### config.mk
export PLATFORM = sky130hd
export DESIGN_NAME = tbrl_datapath
export DESIGN_NICKNAME = d
export VERILOG_FILES = /design/src/rtl/tbrl_pkg.sv /design/src/rtl/tbrl_datapath.sv
export SDC_FILE = /design/constraint.sdc
export NUM_CORES = 2
export LEC_CHECK = 0
export BUFFER_PORTS_ARGS = -buffer_cell sky130_fd_sc_hd__buf_4
export CORE_ASPECT_RATIO = 1.75
export CORE_MARGIN = 4
export CORE_UTILIZATION = 58
export CTS_CLUSTER_DIAMETER = 60
export DETAILED_ROUTE_END_ITERATION = 10
export PLACE_DENSITY = 0.74
export SLEW_MARGIN = 20
export SYNTH_ARGS = -nofsm -noshare
export SYNTH_HDL_FRONTEND = slang
export SYNTH_SLANG_ARGS = --single-unit
### constraint.sdc
create_clock -name clk -period 59 [get_ports clk]
set_clock_uncertainty 0.05 [all_clocks]
set_input_delay 5.9 -clock clk [delete_from_list [all_inputs] [get_ports clk]]
set_output_delay 5.9 -clock clk [all_outputs]
set_load 0.05 [all_outputs]
### src/rtl/tbrl_pkg.sv
package tbrl_pkg;

    localparam int TS_W      = 63;
    localparam int REQ_W     = 16;
    localparam int CAP_W     = 16;
    localparam int RATE_W    = 20;
    localparam int CFG_IDX_W = 1;
    localparam int CFG_DAT_W = 20;

    localparam int unsigned DEF_SCALE  = 1_000_000;
    localparam int unsigned CAP_RESET  = 5;
    localparam int unsigned RATE_RESET = 10;

    localparam longint unsigned NS_PER_SEC = 64'd1_000_000_000;

    // remainder width covers both divisors (1e9 and the scale)
    localparam int REM_W     = $clog2(NS_PER_SEC);
    localparam int HALF_W    = 32;
    localparam int PP_N      = 4;
    localparam int DIV_RADIX = 8;

    localparam logic [CFG_IDX_W-1:0] REG_CAPACITY = 1'd0;
    localparam logic [CFG_IDX_W-1:0] REG_RATE     = 1'd1;

    typedef struct packed {
        logic       accept;
        logic       mul_en;
        logic [1:0] mul_sel;
        logic       acc_en;
        logic       chk;
        logic       div_step;
        logic       upd;
        logic       ded;
        logic       tok_load;
    } tbrl_cmd_t;

    typedef struct packed {
        logic advance;
        logic saturated;
    } tbrl_sts_t;

    function automatic int div_iters(int unsigned scale);
        int lw;
        lw = CAP_W + $clog2(scale + 1);
        return (lw + DIV_RADIX - 1) / DIV_RADIX;
    endfunction

endpackage

### src/rtl/tbrl_datapath.sv
module tbrl_datapath import tbrl_pkg::*; #(
    parameter int unsigned TOKEN_FRACTION_SCALE = DEF_SCALE
) (
    input  logic                 clk,
    input  logic                 rst_n,
    input  tbrl_cmd_t            cmd,
    output tbrl_sts_t            sts,
    input  logic                 cfg_we,
    input  logic [CFG_IDX_W-1:0] cfg_index,
    input  logic [CFG_DAT_W-1:0] cfg_data,
    input  logic [TS_W-1:0]      timestamp_ns,
    input  logic [REQ_W-1:0]     request_count,
    output logic                 granted,
    output logic [REQ_W-1:0]     tokens_available
);

    localparam int SW      = $clog2(TOKEN_FRACTION_SCALE + 1);
    localparam int LW      = CAP_W + SW;
    localparam int RS_W    = RATE_W + SW;
    localparam int PW      = TS_W + RS_W;
    localparam int QW      = div_iters(TOKEN_FRACTION_SCALE) * DIV_RADIX;
    localparam int MW      = 2 * HALF_W;
    localparam int WIDE_W  = 2 * MW;

    localparam logic [PW-1:0]    SAT_LIM    = PW'(NS_PER_SEC) << LW;
    localparam logic [LW-1:0]    FULL_RESET =
        LW'(64'(CAP_RESET) * 64'(TOKEN_FRACTION_SCALE));
    localparam logic [RS_W-1:0]  RS_RESET   =
        RS_W'(64'(RATE_RESET) * 64'(TOKEN_FRACTION_SCALE));
    localparam logic [REM_W-1:0] DIV_NS     = REM_W'(NS_PER_SEC);
    localparam logic [REM_W-1:0] DIV_SCALE  = REM_W'(TOKEN_FRACTION_SCALE);

    // bucket state
    logic [LW-1:0]   level_reg;
    logic [LW-1:0]   full_reg;
    logic [RS_W-1:0] rs_reg;
    logic [TS_W-1:0] last_reg;

    // per-item working registers
    logic [TS_W-1:0]  ts_reg;
    logic [TS_W-1:0]  elapsed_reg;
    logic [LW-1:0]    needed_reg;
    logic [PW-1:0]    acc_reg;
    logic [MW-1:0]    pp_reg;
    logic [1:0]       pp_sel_reg;
    logic [REM_W-1:0] rem_reg;
    logic [QW-1:0]    nq_reg;
    logic [REM_W-1:0] div_reg;
    logic             granted_reg;

    logic [MW-1:0]     e_ext;
    logic [MW-1:0]     rs_ext;
    logic [HALF_W-1:0] mul_a;
    logic [HALF_W-1:0] mul_b;
    logic [MW-1:0]     pp_next;
    logic [WIDE_W-1:0] pp_wide;
    logic [PW-1:0]     acc_add;
    logic [REM_W-1:0]  rem_step;
    logic [QW-1:0]     nq_step;
    logic [LW:0]       refill_sum;
    logic [LW-1:0]     full_wr;
    logic [RS_W-1:0]   rs_wr;

    assign e_ext   = MW'(elapsed_reg);
    assign rs_ext  = MW'(rs_reg);
    assign mul_a   = cmd.mul_sel[0] ? e_ext[MW-1:HALF_W] : e_ext[HALF_W-1:0];
    assign mul_b   = cmd.mul_sel[1] ? rs_ext[MW-1:HALF_W] : rs_ext[HALF_W-1:0];
    assign pp_next = MW'(mul_a) * MW'(mul_b);

    always_comb
    begin
        pp_wide = WIDE_W'(pp_reg);
        if (pp_sel_reg[0])
        begin
            pp_wide = pp_wide << HALF_W;
        end
        if (pp_sel_reg[1])
        begin
            pp_wide = pp_wide << HALF_W;
        end
    end

    assign acc_add = acc_reg + pp_wide[PW-1:0];

    // restoring division, DIV_RADIX quotient bits per cycle
    always_comb
    begin
        logic [REM_W:0] r_t;
        logic [QW-1:0]  q_t;
        r_t = {1'b0, rem_reg};
        q_t = nq_reg;
        for (int j = 0; j < DIV_RADIX; j++)
        begin
            r_t = {r_t[REM_W-1:0], q_t[QW-1]};
            q_t = {q_t[QW-2:0], 1'b0};
            if (r_t >= {1'b0, div_reg})
            begin
                r_t    = r_t - {1'b0, div_reg};
                q_t[0] = 1'b1;
            end
        end
        rem_step = r_t[REM_W-1:0];
        nq_step  = q_t;
    end

    assign refill_sum = {1'b0, level_reg} + {1'b0, nq_reg[LW-1:0]};
    assign full_wr    = LW'(cfg_data[CAP_W-1:0]) * LW'(TOKEN_FRACTION_SCALE);
    assign rs_wr      = RS_W'(cfg_data[RATE_W-1:0]) * RS_W'(TOKEN_FRACTION_SCALE);

    assign sts.advance   = (timestamp_ns > last_reg);
    assign sts.saturated = (acc_reg >= SAT_LIM);

    always_ff @(posedge clk or negedge rst_n)
    begin
        if (!rst_n)
        begin
            level_reg <= FULL_RESET;
            full_reg  <= FULL_RESET;
            rs_reg    <= RS_RESET;
            last_reg  <= '0;
        end
        else
        begin
            if (cmd.chk)
            begin
                last_reg <= ts_reg;
                if (sts.saturated)
                begin
                    level_reg <= full_reg;
                end
            end
            if (cmd.upd)
            begin
                level_reg <= (refill_sum >= {1'b0, full_reg}) ? full_reg
                                                               : refill_sum[LW-1:0];
            end
            if (cmd.ded && (level_reg >= needed_reg))
            begin
                level_reg <= level_reg - needed_reg;
            end
            if (cfg_we)
            begin
                case (cfg_index)
                    REG_CAPACITY:
                    begin
                        full_reg  <= full_wr;
                        level_reg <= full_wr;
                    end
                    REG_RATE:
                    begin
                        rs_reg <= rs_wr;
                    end
                    default:
                    begin
                    end
                endcase
            end
        end
    end

    always_ff @(posedge clk)
    begin
        if (cmd.accept)
        begin
            ts_reg      <= timestamp_ns;
            elapsed_reg <= timestamp_ns - last_reg;
            needed_reg  <= LW'(request_count) * LW'(TOKEN_FRACTION_SCALE);
            acc_reg     <= '0;
        end
        if (cmd.mul_en)
        begin
            pp_reg     <= pp_next;
            pp_sel_reg <= cmd.mul_sel;
        end
        if (cmd.acc_en)
        begin
            acc_reg <= acc_add;
        end
        if (cmd.chk)
        begin
            rem_reg <= REM_W'(acc_reg >> QW);
            nq_reg  <= acc_reg[QW-1:0];
            div_reg <= DIV_NS;
        end
        if (cmd.tok_load)
        begin
            rem_reg <= REM_W'(level_reg >> REQ_W);
            nq_reg  <= QW'(level_reg[REQ_W-1:0]) << (QW - REQ_W);
            div_reg <= DIV_SCALE;
        end
        if (cmd.div_step)
        begin
            rem_reg <= rem_step;
            nq_reg  <= nq_step;
        end
        if (cmd.ded)
        begin
            granted_reg <= (level_reg >= needed_reg);
        end
    end

    assign granted          = granted_reg;
    assign tokens_available = nq_reg[REQ_W-1:0];

endmodule

# Word level (Yosys, flattened, before mapping)
# Cells that the tools add are included.
totals:
  n_memories: 0
  ramBits: 0
  register_bits: 565
  output_inout_bits: 19
  latchBits: 0
  in_bits: 113
  elab_cells: 83
  romBits: 0
op_classes:
  reduce_logical: 5
  div_mod_pow: 0
  multipliers: 4
  add_sub_neg: 12
  muxes: 35
  order_cmp: 12
  shifts: 0
  bitwise: 1
  n_eq_ne: 0
ops:
  columns: ["cell", "n"]
  rows:
  - ["$mux 30", 11]
  - ["$mux 103", 3]
  - ["$mux 36", 7]
  - ["$ge 31x30->1", 8]
  - ["$sub 30x30->30", 8]
  - ["$mux 40", 3]
  - ["$add 103x103->103", 1]
  - ["$ge 103x66->1 const B", 1]
  - ["$mux 96", 1]
  - ["$mul 32x32->64", 1]
  - ["$mux 32", 2]
  - ["$gt 63x63->1", 1]
  - ["$sub 63x63->63", 1]
  - ["$mul 16x14->30 const B", 2]
  - ["$add 36x36->37", 1]
  - ["$ge 37x36->1", 1]
  - ["$ge 36x36->1", 1]
  - ["$sub 36x36->36", 1]
  - ["$mul 20x14->34 const B", 1]
  - ["$mux 1", 8]
  - ["$reduce_and 2->1", 2]
  - ["$reduce_bool 3->1", 1]
  - ["$reduce_bool 2->1", 1]
  - ["$logic_and 1x1->1", 1]
  - ["$not 1->1", 1]

# Longest topological paths before layout
depth:
  ltp_word: 17
  ltp_mapped: 107
  ltp_nobuf: 88

# Worst setup path before layout
# OpenSTA, ideal clock, no wires.
synth_path:
  path_kind: "register to register"
  startpoint: "reg div_reg[15]"
  endpoint: "reg rem_reg[22] (data pin)"
  period_less_slack_ns: 22.268
  slack_ns: 36.732
  path_buffers: 16
  path_stages_with_launch: 94
  arrival_ns: 21.962
  t_required_ns: 58.695
  setup_ns: 0.255
  path_cell_list: "dfxtp_1 inv_1 ha_1 a21oi_1 o211ai_1 a221o_1 a211oi_4 buf_4 clkbuf_1 nor2_1 a21oi_1 inv_1 ha_1 nand2_1 nor2_1 and4_1 mux2_2 o211a_1 [58 not listed] and3_1 nand3_1 a211oi_2 or4b_1 a211o_1 or3_1 buf_2 nand2_1 clkbuf_1 a21oi_1 ha_1 inv_1 or3_1 and3_1 a21oi_1 nand2_2 or4_1 a31o_1"
synth_via:
  elab_chain_cells: 17
  elab_cells_between_ends: 25
  cone_classes: "add/sub (8); order compare (8); mux (9)"
synth_lines:
  columns: ["item", "line", "text"]
  rows:
  - ["from (decl)", "tbrl_datapath.sv:48", "logic [REM_W-1:0] div_reg;"]
  - ["from (signal assigned)", "tbrl_datapath.sv:183", "div_reg <= DIV_NS;"]
  - ["from (signal assigned)", "tbrl_datapath.sv:189", "div_reg <= DIV_SCALE;"]
  - ["$sub 30x30->30 or $ge 31x30->1 (tied branches)", "tbrl_datapath.sv:98, tbrl_datapath.sv:96", null]
  - ["$mux 30", "tbrl_datapath.sv:96", "if (r_t >= {1'b0, div_reg})"]
  - ["$sub 30x30->30 or $ge 31x30->1 (tied branches)", "tbrl_datapath.sv:98, tbrl_datapath.sv:96", null]
  - ["$mux 30", "tbrl_datapath.sv:96", null]
  - ["$sub 30x30->30 or $ge 31x30->1 (tied branches)", "tbrl_datapath.sv:98, tbrl_datapath.sv:96", null]
  - ["$mux 30", "tbrl_datapath.sv:96", null]
  - ["$sub 30x30->30 or $ge 31x30->1 (tied branches)", "tbrl_datapath.sv:98, tbrl_datapath.sv:96", null]
  - ["$mux 30", "tbrl_datapath.sv:96", null]
  - ["$sub 30x30->30 or $ge 31x30->1 (tied branches)", "tbrl_datapath.sv:98, tbrl_datapath.sv:96", null]
  - ["$mux 30", "tbrl_datapath.sv:96", null]
  - ["$sub 30x30->30 or $ge 31x30->1 (tied branches)", "tbrl_datapath.sv:98, tbrl_datapath.sv:96", null]
  - ["$mux 30", "tbrl_datapath.sv:96", null]
  - ["$sub 30x30->30 or $ge 31x30->1 (tied branches)", "tbrl_datapath.sv:98, tbrl_datapath.sv:96", null]
  - ["$mux 30", "tbrl_datapath.sv:96", null]
  - ["$sub 30x30->30 or $ge 31x30->1 (tied branches)", "tbrl_datapath.sv:98, tbrl_datapath.sv:96", null]
  - ["$mux 30 *", "tbrl_datapath.sv:96", null]
  - ["$mux 30 *", "tbrl_datapath.sv:191", "if (cmd.div_step)"]
  - ["to (signal assigned)", "tbrl_datapath.sv:181", "rem_reg <= REM_W'(acc_reg >> QW);"]
  - ["to (signal assigned)", "tbrl_datapath.sv:187", "rem_reg <= REM_W'(level_reg >> REQ_W);"]
  - ["to (signal assigned)", "tbrl_datapath.sv:193", "rem_reg <= rem_step;"]
  - ["to (decl)", "tbrl_datapath.sv:46", "logic [REM_W-1:0] rem_reg;"]
# Every way passes the cells marked *; elsewhere a longest branch is shown, timed or not.
# A chain may end at the register's enable or synchronous reset.

# Final worst setup path
layout_path:
  startpoint: "reg div_reg[15]"
  endpoint: "reg rem_reg[23] (data pin)"
# The elaborated chain is that of the path after synthesis.

==> flow_metrics.tcl <==
set metrics [dict create \
    grt_first_pass_wirelength_microns 454000 \
    post-synth-top-count-cell "inv_1" \
    detail_route.wl_per_cell_microns 26.6 \
    largest_reg_flops 103 \
    drt_wl_total_microns 302000 \
    endpoint_kind "flop" \
    timing.hold.ws_ps 412 \
    setup_ws_ps 32680 \
    numPortBuffers 131 \
    dpl.cell_count 11200 \
    routed_via_density 6.22 \
    clock_path_buffers 3 \
    drv_cap 0 \
    syn_avg_cell_area_sq_um 8.95 \
    status "complete, no violations" \
    min-delay-start "ts_reg[59]$_DFFE_PP_" \
    syn_nets 11600 \
    met3_usage_pct 5.62 \
    finalHoldViolCount 0 \
    slew_headroom_pct 15.0 \
    cp_max_fo 41 \
    fp-row-count 185 \
    cp_num_buf_inv 8 \
    grt_use_total_pct 39.5 \
    fillers 12400 \
    crit_arrival_ps 26640 \
    cts_resized 0 \
    crit_slowest_cell "a2111oi_1" \
    antenna_found_initial 5 \
    worst_slew_pin_slew_ps 1240 \
    setup_tns_ps 0 \
    worstPathRequired_ps 59320 \
    async_flop_share_pct 29.1 \
    dp_slack_ps 33290 \
    grt_max_degree 100 \
    setup_viol 0 \
    synth.top_cells.by_area "fa_1 24%, edfxtp_1 14%, ha_1 13%" \
    drt_iter0_markers 4958 \
    synth_warnings 0 \
    vias 70600 \
    maxSlewViolCount 0 \
    die_w_microns 297 \
    grt-ovfl-total 0 \
    fin_crit_sh_pct 44.6 \
    synth_ff_type "edfxtp_1" \
    start_util_pct 58.5 \
    dp_hpwl_microns 245000 \
    clk-insertion-delay-late_ps 690 \
    synthCells 9501 \
    cts-root-buf "clkbuf_16" \
    grt_use_met2_pct 69.4 \
    die_area_sq_um 153000 \
    htree_num_levels 2 \
    finalCriticalPeriod_ps 26320 \
    postCtsHoldBufs 0 \
    clk_pin_slew_ps 70 \
    rsz0062_at_grt "no" \
    busiest_layer "met2" \
    crit_type "reg -> reg" \
    crit_start "div_reg[15]$_SDFFE_PP0P_" \
    synth_edf_count 396 \
    gp_congestion 1.04 \
    crit_path_max_incr_delay_ps 1090 \
    path_common_cell "ha_1" \
    synth.cells.most_frequent "1,528 x inv_1, 1,178 x nand2_1, 1,034 x fa_1, 903 x ha_1, 725 x nor2_1" \
    nNetsFinal 11500 \
    antenna_left 0 \
    hold_path.class "reg -> reg" \
    cts_buffers 56 \
    drive_gt1_share_pct 6.15 \
    cts_post_setup_buffers_inserted 0 \
    r2r_start "div_reg[15]$_SDFFE_PP0P_" \
    ys_types 127 \
    synth_top_area_share_pct 24.4 \
    synth_top_area_cell "fa_1" \
    coreArea_sq_um 145000 \
    drtPass1Iterations 7 \
    synth_area_sq_um 85000 \
    die_h_microns 514 \
    cts_sinks 561 \
    seq_area_frac_synth_pct 18.9 \
    area_growth_syn_to_layout_pct 5.63 \
    grt.met1_usage_pct 37.5 \
    synth-seq-cells 561 \
    crit_family "compound AO/OA/AOI/OAI gates" \
    grt_pass1_vias 75100 \
    instances_no_fill 11400 \
    drc 0 \
    pin_count 132 \
    startpoint_type "flop" \
    cts_tree "yes" \
    max_freq_mhz 38.0 \
]
[tightest hold or removal path, cell delays in order, from the launching register on]
cell      delay (ps)
edfxtp_1         320
nand2_1           50
o21ai_0           60
[through the flow]
| stage | utilization [%] | cell area [sq um] |
|---|---|---|
| floorplan | - | 85000 |
| global placement | 60.4 | 87800 |
| detailed placement | 60.4 | 87900 |
| CTS | 61.7 | 89700 |
| global route | 61.8 | 89800 |
| finish | 61.8 | 89800 |
[area by class of cell]
| class | count | area, sq um | share of cell area [%] |
|---|---|---|---|
| diodes | 6 | 15.0 | 0.0167 |
| clock buffers | 72 | 1500 | 1.67 |
| clock inverters | 34 | 389 | 0.433 |
| inverters | 1531 | 5750 | 6.40 |
| multi-input cells | 7041 | 62000 | 69.0 |
| flip-flops and latches | 561 | 16000 | 17.9 |
| well taps | 1870 | 2340 | 2.61 |
| repair buffers | 236 | 1780 | 1.98 |
[routing by layer]
metal | wire [microns] | part of all wire (%)
met3 | 17200 | 5.7
met2 | 149000 | 49
met1 | 92600 | 31
met4 | 43400 | 14
met5 | 0 | 0
[worst paths after layout]
kind	to	slack [ps]	cells after the start
max in group asynchronous	level_reg[12]$_DFF_PN0_	51660	3
worst max-delay path	rem_reg[23]$_DFFE_PP_	32680	79
worst max register to register	rem_reg[23]$_DFFE_PP_	32680	79
worst min-delay path	last_reg[59]$_DFFE_PN0P_	410	2
worst min register to register	last_reg[59]$_DFFE_PN0P_	410	2
min in group asynchronous	last_reg[7]$_DFFE_PN0P_	5030	1
[cell usage in the layout (no fill, tap or decap), types with 52 or more instances in the layout]
cell type	netlist	routed
xnor2_1	333	333
a31oi_1	57	57
nor2b_1	82	64
or3_1	52	52
nor2_1	725	723
mux2i_1	100	82
o21bai_1	127	127
fa_1	1034	1034
nand3_1	136	135
o21ai_0	391	390
nor3_1	126	126
buf_4	22	234
a211oi_1	54	54
a21o_1	138	138
xor2_1	115	115
ha_1	903	903
and2_1	95	94
mux2_2	89	89
edfxtp_1	396	396
a21oi_1	418	418
dfrtp_1	139	139
and3_1	58	58
nand2_1	1178	1176
a22o_1	64	64
clkbuf_16	0	56
inv_1	1528	1527
nand2b_1	90	89
[kinds of logic (layout without fill, tap and decap cells)]
family | Yosys count | after routing | synth area share [%]
compound gates | 1699 | 1699 | 13.3
xor+xnor | 449 | 449 | 4.64
fa+ha+maj | 1937 | 1937 | 37.6
buf+inv | 1899 | 1873 | 8.53
flops | 561 | 561 | 18.9
mux | 191 | 191 | 2.39
other cells | 0 | 6 | 0
simple gates | 2765 | 2765 | 14.7
Power is left out: the tool's default activity adds up to more than one toggle a clock period on the data nets, which glitch-free logic cannot reach.
