===== src/rtl/tbrl_pkg.sv =====
package tbrl_pkg;

    localparam int TS_W      = 63;
    localparam int REQ_W     = 16;
    localparam int CAP_W     = 16;
    localparam int RATE_W    = 20;
    localparam int CFG_IDX_W = 1;
    localparam int CFG_DAT_W = 20;

    localparam int unsigned DEF_SCALE  = 1_000_000;
    localparam int unsigned CAP_RESET  = 5;
    localparam int unsigned RATE_RESET = 10;

    localparam longint unsigned NS_PER_SEC = 64'd1_000_000_000;

    // remainder width covers both divisors (1e9 and the scale)
    localparam int REM_W     = $clog2(NS_PER_SEC);
    localparam int HALF_W    = 32;
    localparam int PP_N      = 4;
    localparam int DIV_RADIX = 8;

    localparam logic [CFG_IDX_W-1:0] REG_CAPACITY = 1'd0;
    localparam logic [CFG_IDX_W-1:0] REG_RATE     = 1'd1;

    typedef struct packed {
        logic       accept;
        logic       mul_en;
        logic [1:0] mul_sel;
        logic       acc_en;
        logic       chk;
        logic       div_step;
        logic       upd;
        logic       ded;
        logic       tok_load;
    } tbrl_cmd_t;

    typedef struct packed {
        logic advance;
        logic saturated;
    } tbrl_sts_t;

    function automatic int div_iters(int unsigned scale);
        int lw;
        lw = CAP_W + $clog2(scale + 1);
        return (lw + DIV_RADIX - 1) / DIV_RADIX;
    endfunction

endpackage


===== src/rtl/tbrl_ctrl.sv =====
module tbrl_ctrl import tbrl_pkg::*; #(
    parameter int unsigned TOKEN_FRACTION_SCALE = DEF_SCALE
) (
    input  logic      clk,
    input  logic      rst_n,
    input  logic      req_valid,
    output logic      req_ready,
    output logic      rsp_valid,
    input  logic      rsp_ready,
    input  tbrl_sts_t sts,
    output tbrl_cmd_t cmd
);

    localparam int ITERS     = div_iters(TOKEN_FRACTION_SCALE);
    localparam int TOK_ITERS = REQ_W / DIV_RADIX;
    localparam int CNT_MAX   = (ITERS > PP_N) ? ITERS : PP_N;
    localparam int CNT_W     = $clog2(CNT_MAX + 1);

    localparam logic [3:0] S_IDLE = 4'd0;
    localparam logic [3:0] S_MUL  = 4'd1;
    localparam logic [3:0] S_CHK  = 4'd2;
    localparam logic [3:0] S_DIVG = 4'd3;
    localparam logic [3:0] S_UPD  = 4'd4;
    localparam logic [3:0] S_DED  = 4'd5;
    localparam logic [3:0] S_TOK  = 4'd6;
    localparam logic [3:0] S_DIVT = 4'd7;
    localparam logic [3:0] S_OUT  = 4'd8;

    logic [3:0]       state_reg;
    logic [3:0]       state_next;
    logic [CNT_W-1:0] cnt_reg;
    logic [CNT_W-1:0] cnt_next;

    always_comb
    begin
        state_next = state_reg;
        cnt_next   = cnt_reg;
        cmd        = '0;
        req_ready  = 1'b0;
        rsp_valid  = 1'b0;
        case (state_reg)
            S_IDLE:
            begin
                req_ready = 1'b1;
                cnt_next  = '0;
                if (req_valid)
                begin
                    cmd.accept = 1'b1;
                    state_next = sts.advance ? S_MUL : S_DED;
                end
            end
            S_MUL:
            begin
                // product k is formed at step k and summed at step k+1
                cmd.mul_en  = (cnt_reg != CNT_W'(PP_N));
                cmd.mul_sel = cnt_reg[1:0];
                cmd.acc_en  = (cnt_reg != '0);
                if (cnt_reg == CNT_W'(PP_N))
                begin
                    cnt_next   = '0;
                    state_next = S_CHK;
                end
                else
                begin
                    cnt_next = cnt_reg + 1'b1;
                end
            end
            S_CHK:
            begin
                cmd.chk    = 1'b1;
                cnt_next   = '0;
                state_next = sts.saturated ? S_DED : S_DIVG;
            end
            S_DIVG:
            begin
                cmd.div_step = 1'b1;
                if (cnt_reg == CNT_W'(ITERS - 1))
                begin
                    cnt_next   = '0;
                    state_next = S_UPD;
                end
                else
                begin
                    cnt_next = cnt_reg + 1'b1;
                end
            end
            S_UPD:
            begin
                cmd.upd    = 1'b1;
                state_next = S_DED;
            end
            S_DED:
            begin
                cmd.ded    = 1'b1;
                state_next = S_TOK;
            end
            S_TOK:
            begin
                cmd.tok_load = 1'b1;
                cnt_next     = '0;
                state_next   = S_DIVT;
            end
            S_DIVT:
            begin
                cmd.div_step = 1'b1;
                if (cnt_reg == CNT_W'(TOK_ITERS - 1))
                begin
                    cnt_next   = '0;
                    state_next = S_OUT;
                end
                else
                begin
                    cnt_next = cnt_reg + 1'b1;
                end
            end
            S_OUT:
            begin
                rsp_valid = 1'b1;
                if (rsp_ready)
                begin
                    state_next = S_IDLE;
                end
            end
            default:
            begin
                state_next = S_IDLE;
            end
        endcase
    end

    always_ff @(posedge clk or negedge rst_n)
    begin
        if (!rst_n)
        begin
            state_reg <= S_IDLE;
            cnt_reg   <= '0;
        end
        else
        begin
            state_reg <= state_next;
            cnt_reg   <= cnt_next;
        end
    end

endmodule


===== config.mk =====
export PLATFORM = sky130hd
export DESIGN_NAME = tbrl_ctrl
export DESIGN_NICKNAME = d
export VERILOG_FILES = /design/src/rtl/tbrl_pkg.sv /design/src/rtl/tbrl_ctrl.sv
export SDC_FILE = /design/constraint.sdc
export NUM_CORES = 1
export LEC_CHECK = 0
export ABC_CLOCK_PERIOD_IN_PS = 2100
export BUFFER_PORTS_ARGS = -buffer_cell sky130_fd_sc_hd__buf_2
export CAP_MARGIN = 5
export CORE_MARGIN = 8
export CORE_UTILIZATION = 35
export CTS_BUF_LIST = sky130_fd_sc_hd__clkbuf_16
export DETAILED_ROUTE_END_ITERATION = 8
export MAX_ROUTING_LAYER = met4
export PLACE_DENSITY = 0.56
export SKIP_LAST_GASP = 1
export SYNTH_ARGS = -nofsm -noshare
export SYNTH_HDL_FRONTEND = slang
export SYNTH_SLANG_ARGS = --single-unit

===== constraint.sdc =====
create_clock -name clk -period 2.1 [get_ports clk]
set_input_delay 0.315 -clock clk [delete_from_list [all_inputs] [get_ports clk]]
set_output_delay 0.315 -clock clk [all_outputs]
set_load 0.1 [all_outputs]

**Yosys cells after proc, flatten, opt, wreduce, memory -nomap -nowiden**

Cells that the tools add are included.

- Divide/modulo/power cells: 0
- Equal/unequal tests: 16
- Multiplexer cells: 21
- Order comparisons: 0
- Add/sub/neg operators: 1
- Reductions and logical operators: 7
- Bitwise logic cells: 0
- Multiply operators: 0
- Shift operators: 0

Operators with widths:

| operator | number |
|---|---|
| one-hot mux 4 bit (9 select lines) | 1 |
| 2-to-1 mux 4 bit | 6 |
| == test 4 x 3 -> 1 bit (second input constant) | 4 |
| 2-to-1 mux 3 bit | 4 |
| != test 2 bit (second input constant) | 5 |
| 2-to-1 mux 1 bit | 9 |
| one-hot mux 3 bit (3 select lines) | 1 |
| == test 4 x 2 -> 1 bit (second input constant) | 2 |
| nonzero test 3 bit | 2 |
| AND reduction 5 bit | 1 |
| == test 4 x 1 -> 1 bit (second input constant) | 1 |
| == test 4 bit (second input constant) | 1 |
| logical NOT 4 bit | 1 |
| OR reduction 2 bit | 2 |
| adder 3 x 1 -> 3 bit (second input constant) | 1 |
| == test 3 x 1 -> 1 bit (second input constant) | 1 |
| == test 3 bit (second input constant) | 1 |
| != test 3 bit (second input constant) | 1 |
| OR reduction 3 bit | 1 |

- Memories: 0
- Register bits after elaboration: 7
- Bits in read-only memories: 0
- Bits of input ports: 6
- Bits in latches: 0
- Bits in writable memories: 0

**Longest topological paths before layout**

Gate-level depths: netlist (run 1).

- Depth in word-level cells: 3
- Mapped depth: 6
- Depth with buffers taken out: 6

**Worst setup path after synthesis (run 1)**

Ideal clock, no wire load.

- Path kind: flip-flop to output port
- Start point: register state_reg[0]
- End point: output port cmd[9] (netlist bit)
- Stages on the path, launching flop included: 4
- Data arrival time: 4.575 ns
- Setup slack: -2.790 ns
- Cell sequence: dfrtp_1 -> buf_2 -> nor4_1 -> and2_1

RTL lines:

| element | line | source |
|---|---|---|
| start, declared | tbrl_ctrl.sv:29 | `logic [3:0] state_reg;` |
| start signal, assigned | tbrl_ctrl.sv:140 | `state_reg <= state_next;` |
| end, declared | tbrl_ctrl.sv:11 | `output tbrl_cmd_t cmd` |

==> impl_table.tex, run 1 <==
\begin{tabular}{lr}
\hline
Metric & Value \\
\hline
\multicolumn{2}{l}{\textbf{Yosys}} \\
\quad Cell area after synthesis & between 500 and 600 µm² \\
\quad Share of flip-flops with an asynchronous set or reset & 1.000 \\
\quad Library cell with the largest summed area after synthesis & sky130\_fd\_sc\_hd\_\_dfrtp\_1 \\
\quad Cells after synthesis & 71 \\
\quad Seq cells post-synth & 7 \\
\quad Largest cells by area after synthesis & sky130\_fd\_sc\_hd\_\_dfrtp\_1 31\%, sky130\_fd\_sc\_hd\_\_a21oi\_1 7.9\%, sky130\_fd\_sc\_hd\_\_ha\_1 6.6\%, sky130\_fd\_sc\_hd\_\_nand2b\_1 5.5\%, sky130\_fd\_sc\_hd\_\_nor2\_1 4.6\% \\
\quad Number of enable flip-flop cells after synthesis & 0 \\
\quad Area share of the leading cell type in the synthesized netlist & 0.3070 \\
\quad Seq/Total Area, Yosys & 0.3070 \\
\quad Top post-synthesis cells by count & 9 x sky130\_fd\_sc\_hd\_\_a21oi\_1, 7 x sky130\_fd\_sc\_hd\_\_dfrtp\_1, 7 x sky130\_fd\_sc\_hd\_\_nor2\_1 \\
\quad Synth Area per Inst & between 8 and 9 µm² \\
\quad Post-synth cell types & 32 \\
\quad Warnings, synthesis & 0 \\
\quad Most common cell in the netlist & sky130\_fd\_sc\_hd\_\_a21oi\_1 \\
\quad Dominant synthesized flop cell & sky130\_fd\_sc\_hd\_\_dfrtp\_1 \\
\quad Total nets after synthesis & 80 \\
\multicolumn{2}{l}{\textbf{Die}} \\
\quad Die Span X & around 56 µm \\
\quad Cell row count & 14 \\
\quad Chip Height & around 56 µm \\
\quad Io pins & 18 \\
\quad Area enclosed by the die boundary & approximately 0.0032 mm² \\
\quad Std-Cell Core Area & around 0.0015 mm² \\
\quad Initial core utilization & 0.3744 \\
\multicolumn{2}{l}{\textbf{Finish}} \\
\quad Number of diodes & 0 \\
\quad Final standard cell area without fillers & 955.9 µm² \\
\quad Area delta synth->final & 67.54\% \\
\quad Layout cell share with drive strength beyond 1 & 0.4194 \\
\quad Cell Count, Final, Fillers Out & between 100 and 150 \\
\quad Net count of the finished layout & 103 \\
\quad Flip-flop count of the largest register after layout & 4 \\
\multicolumn{2}{l}{\textbf{Clock tree}} \\
\quad Clock insertion delay at the later pin of the skew report & 0.23 ns \\
\quad Clock tree root buffer cell & sky130\_fd\_sc\_hd\_\_clkbuf\_16 \\
\quad Clock transition at the registers of the reported paths & about 0.04 ns \\
\quad H-tree levels & 1 \\
\quad Clock net sink count & 7 \\
\quad Number of buffers created by CTS & 3 \\
\quad CTS tree & done \\
\quad Maximum number of buffers from clock root to sink & 2 \\
\quad Number of setup buffers added after CTS & 0 \\
\multicolumn{2}{l}{\textbf{Route}} \\
\quad Total Routed Length & $\sim$1700 µm \\
\quad Pre-antenna DRT Iters & 3 \\
\quad Vias per cell & around 5.5 \\
\quad WL/cell & 15.97 µm \\
\quad Vias after detailed routing & between 500 and 600 \\
\quad Starting DRC count in detailed routing & 7 \\
\quad Remaining design rule violation count & 0 \\
\quad Count of antenna-violating nets left after detailed routing & 0 \\
\multicolumn{2}{l}{\textbf{Setup path}} \\
\quad Max FO, Critical Path & 12 \\
\quad Classification of the worst setup path & reg2out \\
\quad Signal arrival time at the worst endpoint & approximately 1.7 ns \\
\quad Element type at the critical path end & primary output \\
\quad Startpoint type of the worst setup path & flip-flop \\
\quad Worst path required time & roughly 1.8 ns \\
\multicolumn{2}{l}{\textbf{STA}} \\
\quad Final hold slack & about 0.42 ns \\
\quad Final slew viol count & 0 \\
\quad Least-Margin Pin Slew & between 0.4 and 0.5 ns \\
\quad Shortest clock period the worst path allows after layout & around 2 ns \\
\quad Hold Violations, Final & 0 \\
\quad Setup slack of the critical path after layout & approximately 0.13 ns \\
\quad Number of setup violations in the final report & 0 \\
\quad Post-route clock period utilization & 0.9392 \\
\quad Fmax & 507.0 MHz \\
\quad Worst clock skew on the final layout & 0.003771 ns \\
\quad Setup repair after global routing missed its margin & false \\
\quad Worst slew margin relative to its limit & 0.6740 \\
\multicolumn{2}{l}{\textbf{Placement}} \\
\quad DP Cell Count & between 100 and 150 \\
\quad Dpl ws & $\sim$0.28 ns \\
\quad Placed cell areas & between 800 and 900 µm² \\
\quad Last weighted congestion value of the routability-driven placer & roughly 0.8 \\
\quad Half-perimeter wire length after placement & $\sim$1300 µm \\
\quad Number of I/O port buffers & 17 \\
\multicolumn{2}{l}{\textbf{Global route}} \\
\quad Total congestion overflow & 0 \\
\quad First-pass GRT wire length & a little under 3000 µm \\
\quad Maximum number of pins on one net before global-route repair & 14 \\
\quad Via count of the first global-routing pass & $\sim$600 \\
\quad Initial antenna violation count & 0 \\
\quad Gr usage total & 0.1162 \\
\multicolumn{2}{l}{\textbf{Outcome}} \\
\quad Run status & finished, final reports clean \\
\multicolumn{2}{l}{\textbf{Flow run}} \\
\quad Maximum Capacitance Violations & 0 \\
\multicolumn{2}{l}{\textbf{Worst hold path}} \\
\quad Type of the worst min-delay path & in2reg \\
\hline
\end{tabular}
-- metal layers --
layer	share of wire	global-route usage	vias to the layer above	wire length, µm
li1	-	-	299	-
met1	0.49	0.1430	283	857
met2	0.45	0.1648	13	787
met3	0.044	0.05169	4	76
met4	0.011	0.03780	0	20
met5	0	-	-	0
-- cell type report --
type,instances,area (µm²)
sequential,7,175.2
tap,16,20.02
multi-input combinational,55,447.9
fill,131,568.0
inverter,5,18.77
clock buffer,3,75.07
clock inverter,1,3.754
timing repair buffer,22,215.2
-- stage by stage --
stage	utilization	setup TNS (ns)
2_1_floorplan	-	-0.6813
3_3_place_gp	0.5657	0
3_5_place_dp	0.5657	0
4_1_cts	0.6240	0
5_1_grt	0.6273	0
6_report	0.6273	0
-- worst paths after layout --
path                         startpoint            to  slack, ns  depth (start not counted)
max                        state_reg[3]        cmd[2]       0.13                          3
min                              sts[1]  state_reg[2]       0.42                          3
max reg2reg                  cnt_reg[0]  state_reg[2]       0.29                          6
min reg2reg                  cnt_reg[1]    cnt_reg[1]       0.55                          1
max in group asynchronous         rst_n  state_reg[1]       1.46                          2
min in group asynchronous         rst_n  state_reg[0]       0.46                          2
-- cells in the final DEF, fill, tap and decap left out, drive strengths merged, types with 2 or more instances in the layout --
cell type	count
and2	2
a21oi	9
dfrtp	7
nor3	3
nand4b	2
a21boi	2
buf	21
nand2b	5
inv	6
ha	3
clkbuf	3
nand2	2
o21ai	7
nor2	7
-- worst max-delay path, cell delays in order, from the launching register on --
cell and delay [ns]:
sky130_fd_sc_hd__dfrtp_1 0.54, sky130_fd_sc_hd__nand2b_1 0.31, sky130_fd_sc_hd__nor3_4 0.14, sky130_fd_sc_hd__buf_2 0.44
-- timing repair --
item	CTS	global route
hold buffers	1	0
gates resized for setup	0	1
endpoints found under the setup margin	0	2
hold endpoints to repair	7	0
-- logic make-up (layout without fill, tap and decap cells) --
| family | count (synthesis) | in the layout | synth area share |
|---|---|---|---|
| xor+xnor | 1 | 1 | 0.01535 |
| compound gates | 22 | 22 | 0.2368 |
| mux | 1 | 1 | 0.01974 |
| fa+ha+maj | 3 | 3 | 0.06580 |
| simple gates | 28 | 28 | 0.2742 |
| flops | 7 | 7 | 0.3070 |
| buf+inv | 9 | 31 | 0.08113 |
Power of run 1 is left out: the tool's default activity adds up to more than one toggle a clock period on the data nets, which glitch-free logic cannot reach.
==> inputs of run 2 (changes only) <==
--- a/config.mk
+++ b/config.mk
@@ -6,11 +6,11 @@
 export NUM_CORES = 1
 export LEC_CHECK = 0
 export ABC_CLOCK_PERIOD_IN_PS = 2100
-export BUFFER_PORTS_ARGS = -buffer_cell sky130_fd_sc_hd__buf_2
+export BUFFER_PORTS_ARGS = -buffer_cell sky130_fd_sc_hd__buf_4
 export CAP_MARGIN = 5
 export CORE_MARGIN = 8
 export CORE_UTILIZATION = 35
-export CTS_BUF_LIST = sky130_fd_sc_hd__clkbuf_16
+export CTS_BUF_LIST = sky130_fd_sc_hd__clkbuf_8
 export DETAILED_ROUTE_END_ITERATION = 8
 export MAX_ROUTING_LAYER = met4
 export PLACE_DENSITY = 0.56
==> run 2 against run 1 <==
  * First-iteration DRC count grew to 2.7 times the previous value
  * Non-clock buffer count stayed put
  * Global-route usage is 0.33 points lower
  * Fmax is 1.3% higher
  * Worst setup slack better by 0.026 ns
  * Hold slack worse by 0.070 ns
  * Clock-buffer cell count stayed put
  * Register-to-register slack hardly changed
  * Via count is 2.5% lower
  * Sequential share of layout area is 1.5 points higher
  * Critical path depth is 2 higher
  * Utilization is 4.8 points lower
  * Critical path type unchanged
  * Critical endpoint is now cmd[6]
==> impl_table.tex, run 2 (same netlist as run 1, synthesis figures left out) <==
\begin{tabular}{lr}
\hline
Metric & Value \\
\hline
\multicolumn{2}{l}{\textbf{Clock tree}} \\
\quad CTS tree & done \\
\quad Number of setup buffers added after CTS & 0 (unchanged) \\
\quad Number of buffers created by CTS & 3 (unchanged) \\
\quad Clock net sink count & 7 (unchanged) \\
\quad Clock transition at the registers of the reported paths & 0.04 ns (about the same) \\
\quad Clock insertion delay at the later pin of the skew report & 0.23 ns (about the same) \\
\quad Clock tree root buffer cell & sky130\_fd\_sc\_hd\_\_clkbuf\_8 \\
\quad H-tree levels & 1 (unchanged) \\
\quad Maximum number of buffers from clock root to sink & 2 (unchanged) \\
\multicolumn{2}{l}{\textbf{Setup path}} \\
\quad Max FO, Critical Path & 5 (-7) \\
\quad Crit-path cells & inv\_1 -> nand2\_1 -> or3\_4 -> nor2\_4 -> buf\_4 \\
\quad Dominant delay contributor by cell family on the critical path & simple AND/OR/NAND/NOR gates \\
\quad Startpoint type of the worst setup path & flip-flop \\
\quad Library cell contributing the largest single delay on the critical path & sky130\_fd\_sc\_hd\_\_or3\_4 \\
\quad Classification of the worst setup path & reg2out \\
\quad Worst path required time & 1.78 ns (about the same) \\
\quad CP peak stage delay & 0.41 ns (-0.13 ns) \\
\quad Buffers and inverters on the worst path & 2 (+1) \\
\quad Element type at the critical path end & primary output \\
\quad Signal arrival time at the worst endpoint & 1.63 ns (-0.03 ns) \\
\quad R2R Setup Slk & 0.28 ns (about the same) \\
\multicolumn{2}{l}{\textbf{STA}} \\
\quad Worst clock skew on the final layout & 0.001379 ns (-0.002391 ns) \\
\quad Fmax & 513.8 MHz (+1.3\%) \\
\quad Hold Violations, Final & 0 (unchanged) \\
\quad Number of setup violations in the final report & 0 (unchanged) \\
\quad Final slew viol count & 0 (unchanged) \\
\quad Shortest clock period the worst path allows after layout & 1.946 ns (-0.02583 ns) \\
\quad Post-route clock period utilization & 0.9269 (-0.01230) \\
\quad Least-Margin Pin Slew & 0.3805 ns (-0.1119 ns) \\
\quad Setup repair after global routing missed its margin & false \\
\quad Worst slew margin relative to its limit & 0.7398 (+0.06578) \\
\quad Final TNS setup & 0 ns (unchanged) \\
\multicolumn{2}{l}{\textbf{Placement}} \\
\quad Number of I/O port buffers & 17 (unchanged) \\
\quad Last weighted congestion value of the routability-driven placer & 0.7686 (-4.4\%) \\
\quad Half-perimeter wire length after placement & 1288 µm (+0.16\%) \\
\multicolumn{2}{l}{\textbf{Global route}} \\
\quad Initial antenna violation count & 0 (unchanged) \\
\quad Gr usage total & 0.1129 (-0.003319) \\
\quad Via count of the first global-routing pass & 583 (-3.0\%) \\
\quad First-pass GRT wire length & 2835 µm (-3.5\%) \\
\quad Maximum number of pins on one net before global-route repair & 15 (+1) \\
\quad Total congestion overflow & 0 (unchanged) \\
\multicolumn{2}{l}{\textbf{Route}} \\
\quad Count of antenna-violating nets left after detailed routing & 0 (unchanged) \\
\quad Pre-antenna DRT Iters & 4 (+1) \\
\quad Starting DRC count in detailed routing & 19 (+12) \\
\quad Vias per cell & 5.358 (-2.5\%) \\
\quad Vias after detailed routing & 584 (-2.5\%) \\
\quad Remaining design rule violation count & 0 (unchanged) \\
\quad Total Routed Length & 1695 µm (-2.6\%) \\
\quad WL/cell & 15.55 µm (-2.6\%) \\
\multicolumn{2}{l}{\textbf{Die}} \\
\quad Io pins & 18 (unchanged) \\
\quad Initial core utilization & 0.3744 (unchanged) \\
\quad Die Span X & 56.38 µm (unchanged) \\
\quad Chip Height & 56.38 µm (unchanged) \\
\quad Std-Cell Core Area & 0.001524 mm² (unchanged) \\
\quad Cell row count & 14 (unchanged) \\
\quad Area enclosed by the die boundary & 0.003178 mm² (unchanged) \\
\multicolumn{2}{l}{\textbf{Finish}} \\
\quad \# fillers & 127 (-3.1\%) \\
\quad Number of diodes & 0 (unchanged) \\
\quad Most frequent cells in the layout & 19 x sky130\_fd\_sc\_hd\_\_buf\_4, 7 x sky130\_fd\_sc\_hd\_\_a21oi\_1, 7 x sky130\_fd\_sc\_hd\_\_dfrtp\_1 \\
\quad Layout cell share with drive strength beyond 1 & 0.4194 (unchanged) \\
\quad Net count of the finished layout & 103 (unchanged) \\
\quad Flip-flop count of the largest register after layout & 4 (unchanged) \\
\quad Area delta synth->final & 54.61\% \\
\quad Most common library cell in the layout ignoring fill and taps & sky130\_fd\_sc\_hd\_\_buf\_4 \\
\multicolumn{2}{l}{\textbf{Outcome}} \\
\quad Run status & finished, final reports clean \\
\multicolumn{2}{l}{\textbf{Worst hold path}} \\
\quad Type of the worst min-delay path & in2reg \\
\multicolumn{2}{l}{\textbf{Flow run}} \\
\quad Maximum Capacitance Violations & 0 (unchanged) \\
\hline
\end{tabular}
==> run 2: worst register-to-register path, cell delays in order (launching register included) <==
cell and delay [ns]:
sky130_fd_sc_hd__dfrtp_1 0.40, sky130_fd_sc_hd__inv_1 0.16, sky130_fd_sc_hd__ha_1 0.41, sky130_fd_sc_hd__nand4b_1 0.14
sky130_fd_sc_hd__and3_1 0.20, sky130_fd_sc_hd__a311o_1 0.31, sky130_fd_sc_hd__o21ai_1 0.12
==> run 2: what timing repair did <==
action / CTS / global route
endpoints found under the hold margin: 7 / 0
setup endpoints to repair: 2 / 4
resized for setup: 2 / 1
hold buffers: 1 / 0
==> run 2: per-stage QoR <==
stage                     setup WS, ns  cell area (µm²)  hold slack, ns  std cells    util
final                           0.1536            882.1          0.3521        109  0.5788
after global routing           0.09617            882.1          0.3921        109  0.5788
after CTS                      0.03476            877.1          0.3538        109  0.5755
after detailed placement        0.2425            814.5          0.1398        104  0.5345
after global placement          0.2917            814.5          0.1391        104  0.5345
after floorplan                -0.4516            664.4         0.01941         71       -
==> run 2: layer usage <==
layer | GRT usage | routed length (µm) | up-vias
met5 | - | 0 | -
met4 | 0.04124 | 0 | 0
met3 | 0.03596 | 73 | 0
met2 | 0.1743 | 775 | 13
met1 | 0.1338 | 846 | 276
li1 | - | - | 295
==> run 2: path summary, 6_finish.rpt <==
kind / startpoint / end / cells past startpoint
max reg2reg: cnt_reg[0] / state_reg[2] / 6
min: rsp_ready / state_reg[3] / 3
min reg2reg: cnt_reg[1] / cnt_reg[1] / 1
max: state_reg[1] / cmd[6] / 5
min in group asynchronous: rst_n / state_reg[3] / 2
max in group asynchronous: rst_n / state_reg[0] / 2
==> run 2: area by class of cell <==
cell class / instances / area, µm² / share of cell area
multi-input cells: 55 / 447.9 / 0.5078
flip-flops and latches: 7 / 175.2 / 0.1986
repair buffers: 22 / 175.2 / 0.1986
clock buffers: 3 / 41.29 / 0.04681
well taps: 16 / 20.02 / 0.02270
inverters: 5 / 18.77 / 0.02128
clock inverters: 1 / 3.754 / 0.004255
Power of run 2 is left out for the same reason.
